`src/rtl/plom_pkg.sv`:
```
// Package for the price level order matcher.
// Holds sizes, outcome codes, controller states and the control/status structs.
// Has no dependencies.
`timescale 1ns / 1ps
`default_nettype none

package plom_pkg;

    localparam int QUEUE_DEPTH = 16;
    localparam int MAX_RESULTS = 16;

    localparam int IDX_W  = (QUEUE_DEPTH > 1) ? $clog2(QUEUE_DEPTH) : 1;
    localparam int CNT_W  = $clog2(QUEUE_DEPTH + 1);
    localparam int SUM_W  = CNT_W + 1;
    localparam int FILL_W = $clog2(MAX_RESULTS + 1);

    localparam int PRICE_W = 32;
    localparam int SHARE_W = 24;
    localparam int ID_W    = 32;
    localparam int CODE_W  = 3;
    localparam int VOL_W   = 28;

    localparam logic [CODE_W-1:0] OUT_NONE     = 3'd0;
    localparam logic [CODE_W-1:0] OUT_FILLED   = 3'd1;
    localparam logic [CODE_W-1:0] OUT_EMPTIED  = 3'd2;
    localparam logic [CODE_W-1:0] OUT_BOTH     = 3'd3;
    localparam logic [CODE_W-1:0] OUT_ADDED    = 3'd4;
    localparam logic [CODE_W-1:0] OUT_REJECTED = 3'd5;

    localparam logic ACT_ADD   = 1'b0;
    localparam logic ACT_MATCH = 1'b1;

    typedef enum logic [1:0] {
        ST_IDLE,
        ST_EVAL,
        ST_FILL
    } state_t;

    typedef struct packed {
        logic              ready;       // take a new item
        logic              add;         // write the held item at the tail
        logic              emit;        // send a result without a fill, marked last
        logic [CODE_W-1:0] code;        // outcome of that result
        logic              latch_code;  // hold the outcome of a crossing order
        logic              fill;        // fill against the head entry and send the trade
        logic              finish;      // end of a match: clear the level if emptied
    } cmd_t;

    typedef struct packed {
        logic              in_take;
        logic              action;
        logic              add_ok;
        logic              crosses;
        logic              fill_none;
        logic              fill_last;
        logic              out_free;
        logic [CODE_W-1:0] held_code;
    } status_t;

endpackage

`default_nettype wire

```
`src/rtl/plom_if.sv`:
```
// Channel interfaces for the order matcher: incoming orders and trade results.
// Depends on plom_pkg for field widths.
`timescale 1ns / 1ps
`default_nettype none

interface plom_order_if;
    logic                            valid;
    logic                            ready;
    logic                            action;
    logic                            buy_side;
    logic [plom_pkg::PRICE_W-1:0]    limit_price;
    logic [plom_pkg::SHARE_W-1:0]    order_shares;
    logic [plom_pkg::ID_W-1:0]       order_id;

    modport source (output valid, action, buy_side, limit_price, order_shares, order_id,
                    input ready);
    modport sink   (input valid, action, buy_side, limit_price, order_shares, order_id,
                    output ready);
endinterface

interface plom_trade_if;
    logic                            valid;
    logic                            ready;
    logic [plom_pkg::ID_W-1:0]       taker_id;
    logic [plom_pkg::ID_W-1:0]       maker_id;
    logic [plom_pkg::SHARE_W-1:0]    matched_shares;
    logic [plom_pkg::CODE_W-1:0]     outcome;
    logic                            last;

    modport source (output valid, taker_id, maker_id, matched_shares, outcome, last,
                    input ready);
    modport sink   (input valid, taker_id, maker_id, matched_shares, outcome, last,
                    output ready);
endinterface

`default_nettype wire

```
`src/rtl/plom_ctrl.sv`:
```
// Controller state machine of the order matcher.
// Depends on plom_pkg; drives the datapath through cmd_t and reads status_t.
`timescale 1ns / 1ps
`default_nettype none

module plom_ctrl (
    input  wire logic              clk,
    input  wire logic              rst_n,
    input  wire plom_pkg::status_t status,
    output plom_pkg::cmd_t         cmd
);

    plom_pkg::state_t state_reg;
    plom_pkg::state_t state_next;

    always_ff @(posedge clk or negedge rst_n)
    begin
        if (!rst_n)
        begin
            state_reg <= plom_pkg::ST_IDLE;
        end
        else
        begin
            state_reg <= state_next;
        end
    end

    always_comb
    begin
        state_next     = state_reg;
        cmd            = '0;
        cmd.code       = plom_pkg::OUT_NONE;
        case (state_reg)
            plom_pkg::ST_IDLE:
            begin
                cmd.ready = 1'b1;
                if (status.in_take)
                begin
                    state_next = plom_pkg::ST_EVAL;
                end
            end
            plom_pkg::ST_EVAL:
            begin
                if (status.action == plom_pkg::ACT_ADD)
                begin
                    if (status.out_free)
                    begin
                        cmd.emit   = 1'b1;
                        cmd.add    = status.add_ok;
                        cmd.code   = status.add_ok ? plom_pkg::OUT_ADDED
                                                   : plom_pkg::OUT_REJECTED;
                        state_next = plom_pkg::ST_IDLE;
                    end
                end
                else if (!status.crosses)
                begin
                    if (status.out_free)
                    begin
                        cmd.emit   = 1'b1;
                        cmd.code   = plom_pkg::OUT_NONE;
                        state_next = plom_pkg::ST_IDLE;
                    end
                end
                else
                begin
                    cmd.latch_code = 1'b1;
                    state_next     = plom_pkg::ST_FILL;
                end
            end
            plom_pkg::ST_FILL:
            begin
                if (status.out_free)
                begin
                    if (status.fill_none)
                    begin
                        // crossing order with nothing to fill
                        cmd.emit   = 1'b1;
                        cmd.code   = status.held_code;
                        cmd.finish = 1'b1;
                        state_next = plom_pkg::ST_IDLE;
                    end
                    else
                    begin
                        cmd.fill = 1'b1;
                        if (status.fill_last)
                        begin
                            cmd.finish = 1'b1;
                            state_next = plom_pkg::ST_IDLE;
                        end
                    end
                end
            end
            default:
            begin
                state_next = plom_pkg::ST_IDLE;
            end
        endcase
    end

endmodule

`default_nettype wire

```
`src/rtl/plom_dp.sv`:
```
// Datapath of the order matcher: level price, held item, resting order FIFO,
// total volume, fill arithmetic and the result register. Depends on plom_pkg, plom_if.
`timescale 1ns / 1ps
`default_nettype none

module plom_dp (
    input  wire logic                          clk,
    input  wire logic                          rst_n,
    input  wire logic                          cfg_we,
    input  wire logic [plom_pkg::PRICE_W-1:0]  cfg_data,
    plom_order_if.sink                         orders,
    plom_trade_if.source                       trades,
    input  wire plom_pkg::cmd_t                cmd,
    output plom_pkg::status_t                  status
);

    logic [plom_pkg::PRICE_W-1:0] level_price_reg;

    logic                         act_reg;
    logic                         buy_reg;
    logic [plom_pkg::PRICE_W-1:0] lim_reg;
    logic [plom_pkg::SHARE_W-1:0] shares_reg;
    logic [plom_pkg::ID_W-1:0]    id_reg;
    logic [plom_pkg::CODE_W-1:0]  code_reg;
    logic [plom_pkg::FILL_W-1:0]  fills_reg;

    logic [plom_pkg::IDX_W-1:0]   head_reg;
    logic [plom_pkg::CNT_W-1:0]   count_reg;
    logic [plom_pkg::VOL_W-1:0]   vol_reg;

    logic [plom_pkg::SHARE_W-1:0] rest_shares [plom_pkg::QUEUE_DEPTH];
    logic [plom_pkg::ID_W-1:0]    rest_ids    [plom_pkg::QUEUE_DEPTH];
    logic [plom_pkg::SHARE_W-1:0] have_reg;

    logic                         out_valid_reg;
    logic [plom_pkg::ID_W-1:0]    taker_reg;
    logic [plom_pkg::ID_W-1:0]    maker_reg;
    logic [plom_pkg::SHARE_W-1:0] qty_reg;
    logic [plom_pkg::CODE_W-1:0]  outcome_reg;
    logic                         last_reg;

    logic [plom_pkg::SHARE_W-1:0] have;
    logic [plom_pkg::SHARE_W-1:0] qty;
    logic [plom_pkg::SHARE_W-1:0] shares_left;
    logic                         drained;
    logic [plom_pkg::IDX_W-1:0]   head_inc;
    logic [plom_pkg::IDX_W-1:0]   rd_addr;
    logic [plom_pkg::SUM_W-1:0]   tail_sum;
    logic [plom_pkg::IDX_W-1:0]   tail;
    logic [plom_pkg::VOL_W:0]     vol_sum;
    logic [plom_pkg::VOL_W-1:0]   vol_add;
    logic [plom_pkg::VOL_W-1:0]   vol_sub;
    logic [plom_pkg::VOL_W-1:0]   shares_wide;
    logic [plom_pkg::CODE_W-1:0]  code_calc;
    logic                         crosses;
    logic                         out_free;
    logic                         clear_now;

    assign out_free = !out_valid_reg || trades.ready;

    assign have        = have_reg;
    assign qty         = (shares_reg < have) ? shares_reg : have;
    assign shares_left = shares_reg - qty;
    assign drained     = (have == qty);
    assign head_inc    = (head_reg == plom_pkg::IDX_W'(plom_pkg::QUEUE_DEPTH - 1))
                         ? '0 : head_reg + 1'b1;
    // read ahead at the next head when the current one drains
    assign rd_addr     = (cmd.fill && drained) ? head_inc : head_reg;

    assign tail_sum = plom_pkg::SUM_W'(head_reg) + plom_pkg::SUM_W'(count_reg);
    assign tail     = (tail_sum >= plom_pkg::SUM_W'(plom_pkg::QUEUE_DEPTH))
                      ? plom_pkg::IDX_W'(tail_sum - plom_pkg::SUM_W'(plom_pkg::QUEUE_DEPTH))
                      : plom_pkg::IDX_W'(tail_sum);

    assign shares_wide = plom_pkg::VOL_W'(shares_reg);
    assign vol_sum     = {1'b0, vol_reg} + {1'b0, shares_wide};
    assign vol_add     = vol_sum[plom_pkg::VOL_W] ? '1 : vol_sum[plom_pkg::VOL_W-1:0];
    assign vol_sub     = (vol_reg > plom_pkg::VOL_W'(qty))
                         ? vol_reg - plom_pkg::VOL_W'(qty) : '0;

    assign crosses = buy_reg ? (lim_reg >= level_price_reg) : (lim_reg <= level_price_reg);

    always_comb
    begin
        if (shares_wide == vol_reg)
        begin
            code_calc = plom_pkg::OUT_BOTH;
        end
        else if (shares_wide < vol_reg)
        begin
            code_calc = plom_pkg::OUT_FILLED;
        end
        else
        begin
            code_calc = plom_pkg::OUT_EMPTIED;
        end
    end

    assign clear_now = cmd.finish &&
                       (code_reg == plom_pkg::OUT_EMPTIED || code_reg == plom_pkg::OUT_BOTH);

    assign orders.ready = cmd.ready;

    always_comb
    begin
        status           = '0;
        status.in_take   = orders.valid && cmd.ready;
        status.action    = act_reg;
        status.add_ok    = (count_reg < plom_pkg::CNT_W'(plom_pkg::QUEUE_DEPTH)) &&
                           (shares_reg != '0);
        status.crosses   = crosses;
        status.fill_none = (shares_reg == '0) || (count_reg == '0);
        status.fill_last = (shares_left == '0) ||
                           (drained && count_reg == plom_pkg::CNT_W'(1)) ||
                           (fills_reg == plom_pkg::FILL_W'(plom_pkg::MAX_RESULTS - 1));
        status.out_free  = out_free;
        status.held_code = code_reg;
    end

    // level price register
    always_ff @(posedge clk or negedge rst_n)
    begin
        if (!rst_n)
        begin
            level_price_reg <= '0;
        end
        else if (cfg_we)
        begin
            level_price_reg <= cfg_data;
        end
    end

    // held item; shares count down as fills go out
    always_ff @(posedge clk)
    begin
        if (cmd.ready && orders.valid)
        begin
            act_reg    <= orders.action;
            buy_reg    <= orders.buy_side;
            lim_reg    <= orders.limit_price;
            shares_reg <= orders.order_shares;
            id_reg     <= orders.order_id;
            fills_reg  <= '0;
        end
        else if (cmd.fill)
        begin
            shares_reg <= shares_left;
            fills_reg  <= fills_reg + 1'b1;
        end
        if (cmd.latch_code)
        begin
            code_reg <= code_calc;
        end
    end

    // FIFO pointers and total volume
    always_ff @(posedge clk or negedge rst_n)
    begin
        if (!rst_n)
        begin
            head_reg  <= '0;
            count_reg <= '0;
            vol_reg   <= '0;
        end
        else if (clear_now)
        begin
            head_reg  <= '0;
            count_reg <= '0;
            vol_reg   <= '0;
        end
        else if (cmd.add)
        begin
            count_reg <= count_reg + 1'b1;
            vol_reg   <= vol_add;
        end
        else if (cmd.fill)
        begin
            vol_reg <= vol_sub;
            if (drained)
            begin
                head_reg  <= head_inc;
                count_reg <= count_reg - 1'b1;
            end
        end
    end

    // resting order storage
    always_ff @(posedge clk)
    begin
        if (cmd.add)
        begin
            rest_shares[tail] <= shares_reg;
            rest_ids[tail]    <= id_reg;
        end
        else if (cmd.fill)
        begin
            rest_shares[head_reg] <= have - qty;
        end
        have_reg <= rest_shares[rd_addr];
    end

    // result register
    always_ff @(posedge clk or negedge rst_n)
    begin
        if (!rst_n)
        begin
            out_valid_reg <= 1'b0;
        end
        else if (cmd.emit || cmd.fill)
        begin
            out_valid_reg <= 1'b1;
        end
        else if (trades.ready)
        begin
            out_valid_reg <= 1'b0;
        end
    end

    always_ff @(posedge clk)
    begin
        if (cmd.emit)
        begin
            taker_reg   <= id_reg;
            maker_reg   <= '0;
            qty_reg     <= '0;
            outcome_reg <= cmd.code;
            last_reg    <= 1'b1;
        end
        else if (cmd.fill)
        begin
            taker_reg   <= id_reg;
            maker_reg   <= rest_ids[head_reg];
            qty_reg     <= qty;
            outcome_reg <= status.fill_last ? code_reg : plom_pkg::OUT_NONE;
            last_reg    <= status.fill_last;
        end
    end

    assign trades.valid          = out_valid_reg;
    assign trades.taker_id       = taker_reg;
    assign trades.maker_id       = maker_reg;
    assign trades.matched_shares = qty_reg;
    assign trades.outcome        = outcome_reg;
    assign trades.last           = last_reg;

endmodule

`default_nettype wire

```
`src/rtl/price_level_order_matcher_top.sv`:
```
// Price level order matcher: one item at a time. An item is taken in ST_IDLE and
// evaluated in ST_EVAL; add, reject and no-cross items post their result there once
// the output register is free. A crossing order then fills in ST_FILL, one result per
// fill and at most MAX_RESULTS, or posts a single result if nothing can be filled.
// Results sit in an output register; the next item may be taken while one waits.
// Reset (asynchronous, active low) empties the level and clears level_price to 0.
`timescale 1ns / 1ps
`default_nettype none

module price_level_order_matcher_top (
    input  wire logic                          clk,
    input  wire logic                          rst_n,
    input  wire logic                          cfg_we,
    input  wire logic [plom_pkg::PRICE_W-1:0]  cfg_data,
    plom_order_if.sink                         orders,
    plom_trade_if.source                       trades
);

    plom_pkg::cmd_t    cmd;
    plom_pkg::status_t status;

    plom_ctrl u_ctrl (
        .clk    (clk),
        .rst_n  (rst_n),
        .status (status),
        .cmd    (cmd)
    );

    plom_dp u_dp (
        .clk      (clk),
        .rst_n    (rst_n),
        .cfg_we   (cfg_we),
        .cfg_data (cfg_data),
        .orders   (orders),
        .trades   (trades),
        .cmd      (cmd),
        .status   (status)
    );

    // a result that is not the last of its item is always a real fill
    a_mid_is_fill: assert property (@(posedge clk) disable iff (!rst_n)
        (trades.valid && !trades.last) |->
            (trades.matched_shares != '0 && trades.outcome == plom_pkg::OUT_NONE))
        else $error("non-last result without a fill");

    // only one item in flight
    a_one_item: assert property (@(posedge clk) disable iff (!rst_n)
        (orders.valid && orders.ready) |=> !orders.ready)
        else $error("item taken while another is in work");

    // fill only when there is something to fill
    a_fill_legal: assert property (@(posedge clk) disable iff (!rst_n)
        cmd.fill |-> (!status.fill_none && status.out_free))
        else $error("fill issued with nothing to fill");

    // never emit and fill in the same cycle
    a_one_result: assert property (@(posedge clk) disable iff (!rst_n)
        !(cmd.emit && cmd.fill))
        else $error("two results in one cycle");

endmodule

`default_nettype wire

```
`src/flat_wrapper.sv`:
```
// flat-port wrapper written by rule: the top's interface ports become plain ports
module price_level_order_matcher_top_flat 
  (clk, rst_n, cfg_we, cfg_data, orders_valid, orders_action, orders_buy_side, orders_limit_price, orders_order_shares, orders_order_id, orders_ready, trades_valid, trades_taker_id, trades_maker_id, trades_matched_shares, trades_outcome, trades_last, trades_ready);
  plom_order_if orders_i ();
  plom_trade_if trades_i ();
  input  wire logic clk;
  input  wire logic rst_n;
  input  wire logic cfg_we;
  input  wire logic [plom_pkg::PRICE_W-1:0] cfg_data;
  input wire logic [$bits(orders_i.valid)-1:0] orders_valid;
  input wire logic [$bits(orders_i.action)-1:0] orders_action;
  input wire logic [$bits(orders_i.buy_side)-1:0] orders_buy_side;
  input wire logic [$bits(orders_i.limit_price)-1:0] orders_limit_price;
  input wire logic [$bits(orders_i.order_shares)-1:0] orders_order_shares;
  input wire logic [$bits(orders_i.order_id)-1:0] orders_order_id;
  output wire logic [$bits(orders_i.ready)-1:0] orders_ready;
  output wire logic [$bits(trades_i.valid)-1:0] trades_valid;
  output wire logic [$bits(trades_i.taker_id)-1:0] trades_taker_id;
  output wire logic [$bits(trades_i.maker_id)-1:0] trades_maker_id;
  output wire logic [$bits(trades_i.matched_shares)-1:0] trades_matched_shares;
  output wire logic [$bits(trades_i.outcome)-1:0] trades_outcome;
  output wire logic [$bits(trades_i.last)-1:0] trades_last;
  input wire logic [$bits(trades_i.ready)-1:0] trades_ready;
  assign orders_i.valid = orders_valid;
  assign orders_i.action = orders_action;
  assign orders_i.buy_side = orders_buy_side;
  assign orders_i.limit_price = orders_limit_price;
  assign orders_i.order_shares = orders_order_shares;
  assign orders_i.order_id = orders_order_id;
  assign orders_ready = orders_i.ready;
  assign trades_valid = trades_i.valid;
  assign trades_taker_id = trades_i.taker_id;
  assign trades_maker_id = trades_i.maker_id;
  assign trades_matched_shares = trades_i.matched_shares;
  assign trades_outcome = trades_i.outcome;
  assign trades_last = trades_i.last;
  assign trades_i.ready = trades_ready;
  price_level_order_matcher_top u_core (.clk(clk), .rst_n(rst_n), .cfg_we(cfg_we), .cfg_data(cfg_data), .orders(orders_i), .trades(trades_i));
endmodule
```
`config.mk`:
```
export PLATFORM = sky130hd
export DESIGN_NAME = price_level_order_matcher_top_flat
export DESIGN_NICKNAME = d
export VERILOG_FILES = /design/src/rtl/plom_pkg.sv /design/src/rtl/plom_if.sv /design/src/rtl/plom_ctrl.sv /design/src/rtl/plom_dp.sv /design/src/rtl/price_level_order_matcher_top.sv /design/src/flat_wrapper.sv
export SDC_FILE = /design/constraint.sdc
export NUM_CORES = 2
export LEC_CHECK = 0
export BUFFER_PORTS_ARGS = -buffer_cell sky130_fd_sc_hd__buf_2
export CAP_MARGIN = 25
export CORE_MARGIN = 4
export CORE_UTILIZATION = 58
export CTS_BUF_LIST = sky130_fd_sc_hd__clkbuf_4
export DETAILED_ROUTE_END_ITERATION = 7
export GPL_ROUTABILITY_DRIVEN = 1
export GPL_TIMING_DRIVEN = 0
export PLACE_DENSITY = 0.79
export SYNTH_ARGS = -nofsm -noshare
export SYNTH_HDL_FRONTEND = slang
export SYNTH_SLANG_ARGS = --single-unit
```
`constraint.sdc`:
```
create_clock -name clk -period 7 [get_ports clk]
set_clock_uncertainty 0.2 [all_clocks]
set_input_delay 0.7 -clock clk [delete_from_list [all_inputs] [get_ports clk]]
set_output_delay 0.7 -clock clk [all_outputs]
set_load 0.1 [all_outputs]
```
After elaboration in Yosys (flattened, before gate mapping)
Memory sizes are Yosys's and may differ from the RTL's. A register that Yosys moved wholly into a read port is not among the register bits.
Index checks and enable logic that the tools add are counted.
Cells by class
  $add $sub $neg: 10
  magnitude comparators: 7
  equal/unequal tests: 13
  muxes and demuxes: 63
  reductions and logical operators: 28
Operators with widths (count)
  28-bit two-way mux: 5
  24-bit two-way mux: 4
  32-bit two-way mux: 2
  4-bit two-way mux: 13
  24-bit logical NOT: 2
  24-bit subtractor: 2
  32-bit >= comparator: 1
  32-bit <= comparator: 1
  28-bit by 24-bit adder with 29-bit output: 1
  24-bit by 28-bit == test with 1-bit output: 1
  28-bit by 24-bit > comparator with 1-bit output: 1
  24-bit by 28-bit less-than comparator with 1-bit output: 1
  28-bit by 24-bit subtractor with 28-bit output: 1
  5-bit two-way mux: 5
  24-bit == test: 1
  24-bit less-than comparator: 1
  24-bit nonzero test: 1
  24-bit OR reduction: 1
  2-bit two-way mux: 10
  1-bit two-way mux: 19
  5-bit by 1-bit adder with 5-bit output, second input constant: 2
  2-bit nonzero test: 5
  3-bit two-way mux: 3
  4-bit one-hot mux with 2 select lines: 1
  other kinds (24): 37
Word-level totals
  flip-flop bits (word level): 230
  memory bits (writable): 896
  output and inout bits: 94
  memories: 2
Memory list
  u_core.u_dp.rest_ids: depth 16, width 32, read ports 1, clocked after memory_dff 1, write ports 1, RTL line plom_dp.sv:32  | logic [plom_pkg::ID_W-1:0] rest_ids [plom_pkg::QUEUE_DEPTH];
  u_core.u_dp.rest_shares: depth 16, width 24, read ports 1, clocked after memory_dff 1, write ports 1, RTL line plom_dp.sv:31  | logic [plom_pkg::SHARE_W-1:0] rest_shares [plom_pkg::QUEUE_DEPTH];

Longest topological paths before layout
  word-level depth: 15
  depth in mapped cells: 32
  gate-level depth less buffers: 25

Cells and area by module
Synthesis repeated with hierarchy kept, for this count alone.
Second synthesis, totals
  cell total of the unflattened synthesis: 3855
  area, all modules: 53537.6 µm²
By module, submodules not included
  plom_dp: times used 1, cells each 3823, area each 53278.6 µm²
  plom_ctrl: times used 1, cells each 32, area each 259.0 µm²

Worst setup path after synthesis
Ideal clock, no wire load.
  path type: register to register
  from: register u_core.u_dp.shares_reg[22] (netlist bit)
  to: memory u_core.u_dp.rest_shares[0][22] (netlist bit), data pin
  library setup time: 330 ps
  arrival: 6964 ps
  path slack: -495 ps
  stages on the path, launching flop included: 30
  buffers on the path: 5
  period minus slack after synthesis: 7495 ps
  cell sequence: edfxtp_1 ha_1 nand4_1 or3_1 or3_4 o21a_1 nand2_1 buf_4 buf_6 clkbuf_1 buf_1 clkbuf_1 nor2_1 a21oi_1 inv_1 fa_1 nor3_1 a211oi_1 a211oi_1 nor3_1 o21ai_0 nand3_1 o211ai_1 a221oi_1 nor3b_1 a21oi_1 o211ai_2 o21ai_0 xor2_1 o21ai_0
Between the ends
  elaborated cells between the ends (all ways): 18
  classes of those cells: add/sub (1); order compare (1); mux (11); reduce/logical (5)
RTL lines
  start, declared: RTL line plom_dp.sv:22  | logic [plom_pkg::SHARE_W-1:0] shares_reg;
  start signal, assigned: RTL line plom_dp.sv:141  | shares_reg <= orders.order_shares;
  start signal, assigned: RTL line plom_dp.sv:147  | shares_reg <= shares_left;
  24-bit less-than comparator: RTL line plom_dp.sv:62  | assign qty = (shares_reg < have) ? shares_reg : have;
  24-bit two-way mux: RTL line plom_dp.sv:62
  net u_core.u_dp.qty, one bit: RTL line plom_dp.sv:43  | logic [plom_pkg::SHARE_W-1:0] qty;
  24-bit subtractor: RTL line plom_dp.sv:197  | rest_shares[head_reg] <= have - qty;
  24-bit two-way mux (no source line)
  end, declared: RTL line plom_dp.sv:31
The timed path passes the listed nets, and every way through them passes these cells.

Final worst setup path
  from: register u_core.u_dp.shares_reg[13] (netlist bit)
  to: register u_core.u_dp.vol_reg[23] (netlist bit)
Between the ends
  word-level cells in the longest chain between the ends: 12
  elaborated cells between the ends (all ways): 30
  classes of those cells: add/sub (3); order compare (2); eq/ne (1); mux (14); reduce/logical (10)
RTL lines
  24-bit less-than comparator: RTL line plom_dp.sv:62
  24-bit two-way mux: RTL line plom_dp.sv:62
  24-bit subtractor / 24-bit == test (equally long branches): RTL line plom_dp.sv:63, plom_dp.sv:64
  24-bit logical NOT / 1-bit logical AND (equally long branches): RTL line plom_dp.sv:113, plom_dp.sv:114
  1-bit logical OR: RTL line plom_dp.sv:113  | status.fill_last = (shares_left == '0) ||
  1-bit logical OR: RTL line plom_dp.sv:114  | (drained && count_reg == plom_pkg::CNT_W'(1)) ||
  1-bit two-way mux: RTL line plom_ctrl.sv:85  | if (status.fill_last)
  1-bit two-way mux: RTL line plom_ctrl.sv:74  | if (status.fill_none)
  2-bit two-way mux: RTL line plom_ctrl.sv:72  | if (status.out_free)
  2-bit two-way mux: RTL line plom_ctrl.sv:33  | case (state_reg)
  1-bit logical AND: RTL line plom_dp.sv:99  | assign clear_now = cmd.finish &&
  3-bit nonzero test (no source line) / 28-bit two-way mux (equally long branches)
  end signal, assigned: RTL line plom_dp.sv:174  | vol_reg <= vol_add;
  end signal, assigned: RTL line plom_dp.sv:178  | vol_reg <= vol_sub;
  end, declared: RTL line plom_dp.sv:29  | logic [plom_pkg::VOL_W-1:0] vol_reg;
Parallel ways exist; a longest one is shown, timed or not. The select of a mux whose other input is x is not followed.
A chain may end at the register's enable or synchronous reset.

==> flow_summary.yaml <==
timing:
  hold_viol_final: 0
  setup_viol: 0
  period_share: 1.00
  slew_violations: 0
  slew_headroom: 0.261
  fin_crit_ns: 7.00
  fmax_ghz: 0.143
  worst_pin_slew_ns: 1.11
setup_path:
  worst-r2r-cell-count: 29
  critPathBufInv: 5
  critPathMaxFanout: 8
  path_class: "reg -> reg"
  cp.required_ns: 7.83
  crit_start: "u_core.u_dp.shares_reg[13]"
  cp.arrival_ns: 7.83
  cp-start-kind: "flop"
  r2r-start: "u_core.u_dp.shares_reg[13]"
  critPathCaptureType: "flop"
  path_depth: 29
  critical_path.slowest_cell: "edfxtp_1"
  critical-path-top-delay-family: "compound AO/OA/AOI/OAI gates"
  cpMostUsedCell: "buf_12"
  crit_path_max_incr_delay_ns: 0.56
logic_synthesis:
  synthArstFlopShare: 0.0610
  yosysSeqAreaShare: 0.641
  synth.distinct_cells: 97
  syn_area_per_cell_um2: 13.8
  synth_ff_type: "edfxtp_1"
  yosysTopAreaCellShare: 0.575
  synth_seq_cells: 1181
  synth_cells: 3859
  synth_fp_nets: 4134
  synth.top_cells.by_area: "edfxtp_1 (58%), mux4_2 (4.6%), dfrtp_1 (3.4%), ha_1 (3.3%), dfxtp_1 (3.2%)"
  yosysWarnings: 0
  synth_edf_count: 1023
  syn_area_um2: 53400
  synth_top_area_cell: "edfxtp_1"
route:
  drt-initial-drc-count: 5594
  drt_pass1_iterations: 6
  viasPerCell: 6.63
  wire_per_inst_um: 28.9
  via_count: 41200
  drc: 0
  wirelength_mm: 180
  postRouteAntennaNets: 0
global_route:
  grt_pass1_vias: 41046
  grt_max_degree: 45
  grt_pass1_wl_mm: 259
  track_usage: 0.360
  grt_overflow: 0
  antenna_found_initial: 22
min_path:
  hold_path_depth: 4
  worstHoldStart: "orders_order_shares[12]"
  min_path_type: "in -> reg"
run:
  cap_violations: 0
final_layout:
  area_growth_pct: 22.1
  largest_reg_flops: 512
  fin_util: 0.713
  layout.nets: 5064
  regArea_um2: 34300
  fillers: 5732
  final_area_um2: 65200
  layout-drive-gt1-share: 0.239
  multiInputGateArea_um2: 18600
  largest_register: "u_core.u_dp.rest_ids"
  reg.largest.list: "u_core.u_dp.rest_ids: 512 flops, u_core.u_dp.rest_shares: 384 flops"
  fin_cells: 6214
place:
  place_inst: 5310
  placed_area_um2: 57000
  gp_congestion: 1.01
  dp_hpwl_mm: 105
  numPortBuffers: 219
clocking:
  cts.path.max_buffers: 4
  clock_sinks: 1181
  cts_buffers: 313
  cts_tree: "done"
  clk_latency_ns: 1.25
  root_buffer: "clkbuf_4"
  path_clk_slew_ns: 0.08
  htree_levels: 5
floorplan:
  start_util: 0.584
  io_pins: 221
  die_h_um: 311
  die-width_um: 311
  core_area_um2: 91500
  dieArea_um2: 97000
  fp-row-count: 111
pwr:
  powerDensity_nw_per_um2: 471
  p_leak_nw: 23.8
  peakVddDrop_mv: 0.455
run_status:
  status: "completed"
## cells in the mapped netlist (22+ instances only)
cell       number
nor2_1        192
clkbuf_1      156
mux2i_1       166
a221oi_1       44
nand2_1       221
nand2b_1       30
mux4_2        109
o21ai_0       159
o2bb2ai_1      43
dfrtp_1        72
a31oi_1        29
nand3_1        42
inv_1         135
nand4_1        30
edfxtp_1     1023
a21oi_1       263
o21a_1         36
xnor2_1        62
nor3_1         38
ha_1          143
nor2b_1       121
a211oi_1      185
xor2_1         31
dfxtp_1        86
buf_1          22
a21o_1         44
## cells in the final DEF (no fill, tap or decap), types with 130 or more instances in the layout
cell type         n
o21ai_0         141
clkbuf_4        464
nand2_1         217
a211oi_1        176
a21oi_1         247
mux2i_1         165
dlygate4sd3_1   281
edfxtp_1       1023
buf_2           237
ha_1            136
nor2_1          154
clkbuf_1        130
## final timing paths
| kind | slack, ns | end |
|---|---|---|
| max | 0.003 | u_core.u_dp.vol_reg[23] |
| min | 0.17 | u_core.u_dp.shares_reg[12] |
| max reg2reg | 0.003 | u_core.u_dp.vol_reg[23] |
| min reg2reg | 0.26 | u_core.u_dp.trades.matched_shares[8] |
| max in group asynchronous | 5.90 | u_core.u_dp.level_price_reg[28] |
| min in group asynchronous | 0.37 | u_core.u_dp.level_price_reg[0] |
## worst min-delay path: cells and delay by family
kind                   cells  cell delay, ns
AND/OR/NAND/NOR            2            0.11
buffers and inverters      2            0.61
## timing repair
action / 4_1_cts / 5_1_grt
setup buffers: 47 / 19
gates resized for setup: 136 / 94
pin swaps: 38 / 54
hold buffers: 282 / 0
endpoints found under the setup margin: 434 / 262
endpoints found under the hold margin: 198 / 0
cloned: 1 / 1
## logic make-up (layout without fill, tap and decap cells)
family                   count (synthesis)  after routing  share of synthesized area
flip-flops                            1181           1181                      0.641
AO/OA/AOI/OAI                         1008           1008                      0.127
AND/OR/NAND/NOR                        759            759                     0.0688
buffers and inverters                  357           1504                     0.0274
multiplexers                           293            293                     0.0811
adder cells (fa/ha/maj)                168            168                     0.0393
XOR/XNOR                                93             93                     0.0152
other                                    0             22                          0
## report_power, final
group	switching (mW)	internal, mW	leakage [nW]	total (mW)
sequential	0.718	9.26	10.9	9.98
combinational	9.86	4.76	10.6	14.6
clock	2.99	3.12	2.30	6.11
total	13.6	17.1	23.8	30.7
## per-stage QoR
stage	hold slack (ns)	setup WS [ns]	power [mW]	TNS [ns]
after CTS	0.0157	-0.0175	29.3	-0.0865
after detailed placement	0.241	-2.64	22.3	-721.01
after global routing	0.153	-0.212	31.9	-2.32
final	0.168	0.00335	30.7	0
after global placement	0.240	-3.01	22.0	-853.59
after floorplan	0.204	0.00287	18.6	0
## final cells by class
class	instances	share of cell area
diodes	22	0.000844
plain buffers	213	0.0165
clock buffers	462	0.0532
clock inverters	70	0.00537
inverters	137	0.00802
multi-input cells	2321	0.285
flip-flops and latches	1181	0.525
well taps	1186	0.0227
repair buffers	622	0.0829
## per-layer routing
layer	share of wire	global-route usage	vias to the layer above
met1	0.34	0.428	19839
li1	-	-	16993
met2	0.46	0.565	3381
met5	0.00026	0	-
met4	0.079	0.236	10
met3	0.12	0.118	977
No activity file was read; power rests on OpenSTA's default activity.
